==> src/sv/cirs_pkg.sv <==
// Shared types and constants for the 2D collision impulse resolver.
package cirs_pkg;

  localparam int JW     = 37;  // impulse magnitude width, sized for the widest component
  localparam int QW     = 17;  // Q0.16 mass fraction, one extra bit holds 1.0
  localparam int SW     = 33;  // inverse-mass sum
  localparam int QDEPTH = 4;
  localparam int QAW    = 2;
  localparam int QCW    = 3;

  localparam logic [15:0] GAIN_RST = 16'd13107;
  localparam logic [0:0]  REG_GAIN = 1'b0;

  typedef struct packed {
    logic [63:0]    vel_a;
    logic [63:0]    vel_b;
    logic [63:0]    pos_a;
    logic [63:0]    pos_b;
    logic           has_a;
    logic           has_b;
    logic [31:0]    nrm;
    logic [JW-1:0]  j;
    logic [30:0]    c;
    logic           stat;
    logic [SW-1:0]  sum;
    logic [31:0]    ima;
    logic [31:0]    imb;
  } cirs_fitem_t;

  typedef struct packed {
    logic [63:0]    vel_a;
    logic [63:0]    vel_b;
    logic [63:0]    pos_a;
    logic [63:0]    pos_b;
    logic           has_a;
    logic           has_b;
    logic [31:0]    nrm;
    logic [JW-1:0]  j;
    logic [30:0]    c;
    logic           stat;
    logic [QW-1:0]  fa;
    logic [QW-1:0]  fb;
  } cirs_qitem_t;

endpackage

==> src/sv/cirs_queue.sv <==
// Short FIFO between the dividers and the update pipeline.
module cirs_queue (
  input  logic                  clk,
  input  logic                  rst_n,
  input  logic                  push,
  input  cirs_pkg::cirs_qitem_t push_item,
  output logic                  full,
  input  logic                  pop,
  output logic                  empty,
  output cirs_pkg::cirs_qitem_t head_item
);
  import cirs_pkg::*;

  cirs_qitem_t    mem [QDEPTH];
  logic [QAW-1:0] wr_ptr_r, rd_ptr_r;
  logic [QCW-1:0] cnt_r, cnt_nxt;

  assign full      = (cnt_r == QCW'(QDEPTH));
  assign empty     = (cnt_r == '0);
  assign head_item = mem[rd_ptr_r];

  always_comb begin
    cnt_nxt = cnt_r;
    if (push && !pop) begin
      cnt_nxt = cnt_r + 1'b1;
    end else if (pop && !push) begin
      cnt_nxt = cnt_r - 1'b1;
    end
  end

  always_ff @(posedge clk) begin
    if (!rst_n) begin
      wr_ptr_r <= '0;
      rd_ptr_r <= '0;
      cnt_r    <= '0;
    end else begin
      if (push) wr_ptr_r <= wr_ptr_r + 1'b1;
      if (pop)  rd_ptr_r <= rd_ptr_r + 1'b1;
      cnt_r <= cnt_nxt;
    end
  end

  always_ff @(posedge clk) begin
    if (push) begin
      mem[wr_ptr_r] <= push_item;
    end
  end

  a_cnt_bound: assert property (@(posedge clk) disable iff (!rst_n)
    cnt_r <= QCW'(QDEPTH)) else $error("queue count beyond depth");

  a_no_overflow: assert property (@(posedge clk) disable iff (!rst_n)
    (full && !pop) |-> !push) else $error("word pushed into full queue");

  a_pop_count: assert property (@(posedge clk) disable iff (!rst_n)
    (pop && !push) |=> (cnt_r == $past(cnt_r) - 1'b1)) else $error("pop miscounted");

endmodule

==> config.mk <==
export PLATFORM = sky130hd
export DESIGN_NAME = cirs_queue
export DESIGN_NICKNAME = d
export VERILOG_FILES = /design/src/sv/cirs_pkg.sv /design/src/sv/cirs_queue.sv
export SDC_FILE = /design/constraint.sdc
export NUM_CORES = 1
export LEC_CHECK = 0
export BUFFER_PORTS_ARGS = -buffer_cell sky130_fd_sc_hd__buf_2
export CAP_MARGIN = 0
export CORE_MARGIN = 2
export CORE_UTILIZATION = 32
export DETAILED_ROUTE_END_ITERATION = 10
export GPL_ROUTABILITY_DRIVEN = 1
export SLEW_MARGIN = 30
export SYNTH_ARGS = -nofsm -noshare
export SYNTH_HDL_FRONTEND = slang
export SYNTH_SLANG_ARGS = --single-unit
export TNS_END_PERCENT = 30
==> constraint.sdc <==
create_clock -name clk -period 15.9 [get_ports clk]
set_clock_uncertainty 0.05 [all_clocks]
set_input_delay 0.795 -clock clk [delete_from_list [all_inputs] [get_ports clk]]
set_output_delay 0.795 -clock clk [all_outputs]
set_load 0.02 [all_outputs]
==> flow_summary_export.csv <==
group,metric,value,unit
sta,finalCriticalPeriod,5.80,ns
clock_network,cts_hold_buffers,0,
clock_network,cts_resized,0,
worst_setup_path,rr_worst_depth,7,
clock_network,clock-sinks,1581,
routing,drc,0,
sta,slew_violations,0,
finish,fillers,15900,
worst_setup_path,path_buf_inv,6,
sta,maxSlewHeadroom,20.3,%
grt,grt_overflow,0,
finish,final_cells,5506,
pwr,p_switching,2.23,mW
clock_network,cts_tree,"built",
grt,antenna_found_initial,68,
sta,holdWs,0.153,ns
yosys,yosysSeqAreaShare,82.4,%
yosys,async_reset_ff_share,0,%
grt,grt_use_total,14.3,%
routing,wire_per_inst,24.1,um
grt,grt_max_degree,132,
floorplanning,coreArea,179000,um2
worst_setup_path,critPathLaunchType,"flop",
pwr,clkPwrFrac,37.8,%
clock_network,clkTransAtPathRegs,0.06,ns
yosys,synth_seq_cells,1581,
routing,post_drt_via_cell_ratio,4.72,
sta,fmax,173,MHz
yosys,syn_nets,2499,
sta,rsz0062_at_grt,"no",
yosys,yosys_warnings,0,
worst_setup_path,cp_slowest_cell,"buf_4",
worst_setup_path,end_kind,"output pin",
worst_setup_path,critPathArrivalTime,4.95,ns
yosys,synth_top_area_cell,"edfxtp_1",
clock_network,cts_buffers,163,
floorplanning,die_y,428,um
hold_path,min_path_cells,1,
clock_network,htreeDepth,4,
grt,grt_pass1_vias,27000,
yosys,synth_edf_count,1572,
yosys,synth_cells,2096,
pwr,pwr-share-seq,51.4,%
pwr,sw_frac_of_total,23.7,%
finish,multi_input_area,9110,um2
place,io_buffers,791,
floorplanning,pin_count,792,
sta,finalHoldViolations,0,
finish,area_growth,19.9,%
pwr,power,9.43,mW
worst_setup_path,crit_path_max_fanout,72,
finish,fin_util,38.6,%
clock_network,clk_path_buf_depth,3,
yosys,synth_area_leaders,"edfxtp_1 82%, mux4_2 15%, buf_12 1.1%, buf_2 0.34%, dfxtp_1 0.31%",
yosys,synth_ff_type,"edfxtp_1",
floorplanning,num_rows,155,
worst_setup_path,cp.required,15.06,ns
sta,finalCritPeriodShare,36.5,%
sta,final.setup.tns,0,ns
finish,nNetsFinal,3407,
floorplanning,die-area,183000,um2
routing,drt_iter0_drc,1817,
finish,mostFrequentLayoutCell,"edfxtp_1",
worst_setup_path,path_class,"flop to output pin",
place,dp_slack,10.25,ns
worst_setup_path,path_depth,7,
worst_setup_path,max_stage_delay,0.71,ns
place,place_congestion,0.781,
finish,final_cell_mix,"1572 x edfxtp_1, 791 x buf_2, 393 x mux4_2",
finish,stdcell_area,68900,um2
finish,seqCellArea,47400,um2
sta,worst_slew_pin_slew,1.20,ns
place,dpl.hpwl,85500,um
place,place_area,63900,um2
pwr,peakVddDrop,0.000105,V
routing,via_count,26000,
status,outcome,"complete, no violations",
routing,drt-pass1-iter-count,4,
pwr,p_leak,22.6,nW
sta,setup_viol,0,
floorplanning,fp.dieW,428,um
clock_network,clock_latency,0.79,ns
flow_run,cap_violations,0,
clock_network,cts-root-buf,"clkbuf_16",
hold_path,min_path_type,"input pin to flop",
yosys,synth_top_area_share,82.1,%
worst_setup_path,crit_family,"buffers and inverters",
worst_setup_path,crit_chain,"buf_12, buf_12, buf_16, buf_4, buf_4, mux4_2, buf_2",
floorplanning,start_util,32.2,%
yosys,synth.distinct_cells,23,
routing,finalWirelength,133000,um
grt,grt_pass1_wl,191000,um
finish,layout-drive-gt1-share,46.5,%
routing,ant_nets,0,
pwr,p_per_area,137,nW/um2
pwr,p_int,7.20,mW
yosys,avgSynthCellArea,27.4,um2
clock_network,postCtsSetupBuffers,0,
pwr,power_frac_comb,10.9,%
yosys,syn_area,57500,um2
sta,setup_slack,10.10,ns
place,dp_cells,5192,
## cells in the mapped netlist, types with 2 or more instances
cell type     n
and2_1        9
buf_12       33
buf_2        39
buf_4         2
buf_8         8
clkbuf_1      5
dfxtp_1       9
edfxtp_1   1572
ha_1          5
inv_1         4
mux2i_1       2
mux4_2      393
nor2b_1       2
xnor2_1       2
xor2_1        3
## power by group through the flow
stage / clock, mW / combinational [mW] / sequential [mW]
after floorplan: 0 / 0.662 / 4.99
after global placement: 0 / 1.03 / 4.93
after detailed placement: 0 / 1.04 / 4.93
after CTS: 3.67 / 1.05 / 4.85
after global routing: 3.83 / 1.09 / 4.85
final: 3.56 / 1.02 / 4.84
## area by class of cell
type                       instances  share of cell area, %
clock buffer                     205                   6.30
antenna                           19                 0.0690
tap                             2355                   4.27
multi-input combinational        423                   13.2
sequential                      1581                   68.7
clock inverter                    88                  0.935
inverter                           4                 0.0218
timing repair buffer             831                   6.45
## final timing paths
kind	to	slack, ns	from
max	head_item[115]	10.10	flop
min	mem[3][104]	0.15	push_item[104]
max reg2reg	mem[0][289]	11.49	wr_ptr_r[0]
min reg2reg	cnt_r[2]	0.45	cnt_r[2]
## logic make-up (layout without fill, tap and decap cells)
group                      Yosys count  count (layout)  share of synthesized area (%)
DFF                               1581            1581                           82.4
muxes                              395             395                           15.4
buffers and inverters               92            1128                           1.80
and+or+nand+nor                     15              15                          0.159
adders and majority gates            6               6                          0.144
xor gates and xnor gates             5               5                         0.0761
AOI/OAI and AO/OA                    2               2                         0.0217
other                                0              19                              0
## metal layers
| layer | GRT usage (%) | wire length (um) |
|---|---|---|
| met3 | 3.70 | 7390 |
| met2 | 25.6 | 71200 |
| met4 | 5.37 | 4660 |
| met5 | 0 | 149 |
| met1 | 16.2 | 49300 |
## sequential cells by signal, indices dropped and copies added (netlist names), named ones only
register	cells
cnt_r	3
mem	1572
rd_ptr_r	2
wr_ptr_r	2
## worst reg2reg max path: stages, from the launching register on
cell and delay (ns):
dfxtp_1 0.34, inv_1 0.09, ha_1 0.15, and2_4 0.46, buf_4 0.80, buf_4 0.73
buf_4 0.67, buf_4 0.71
(Power assumes the default switching activity.)
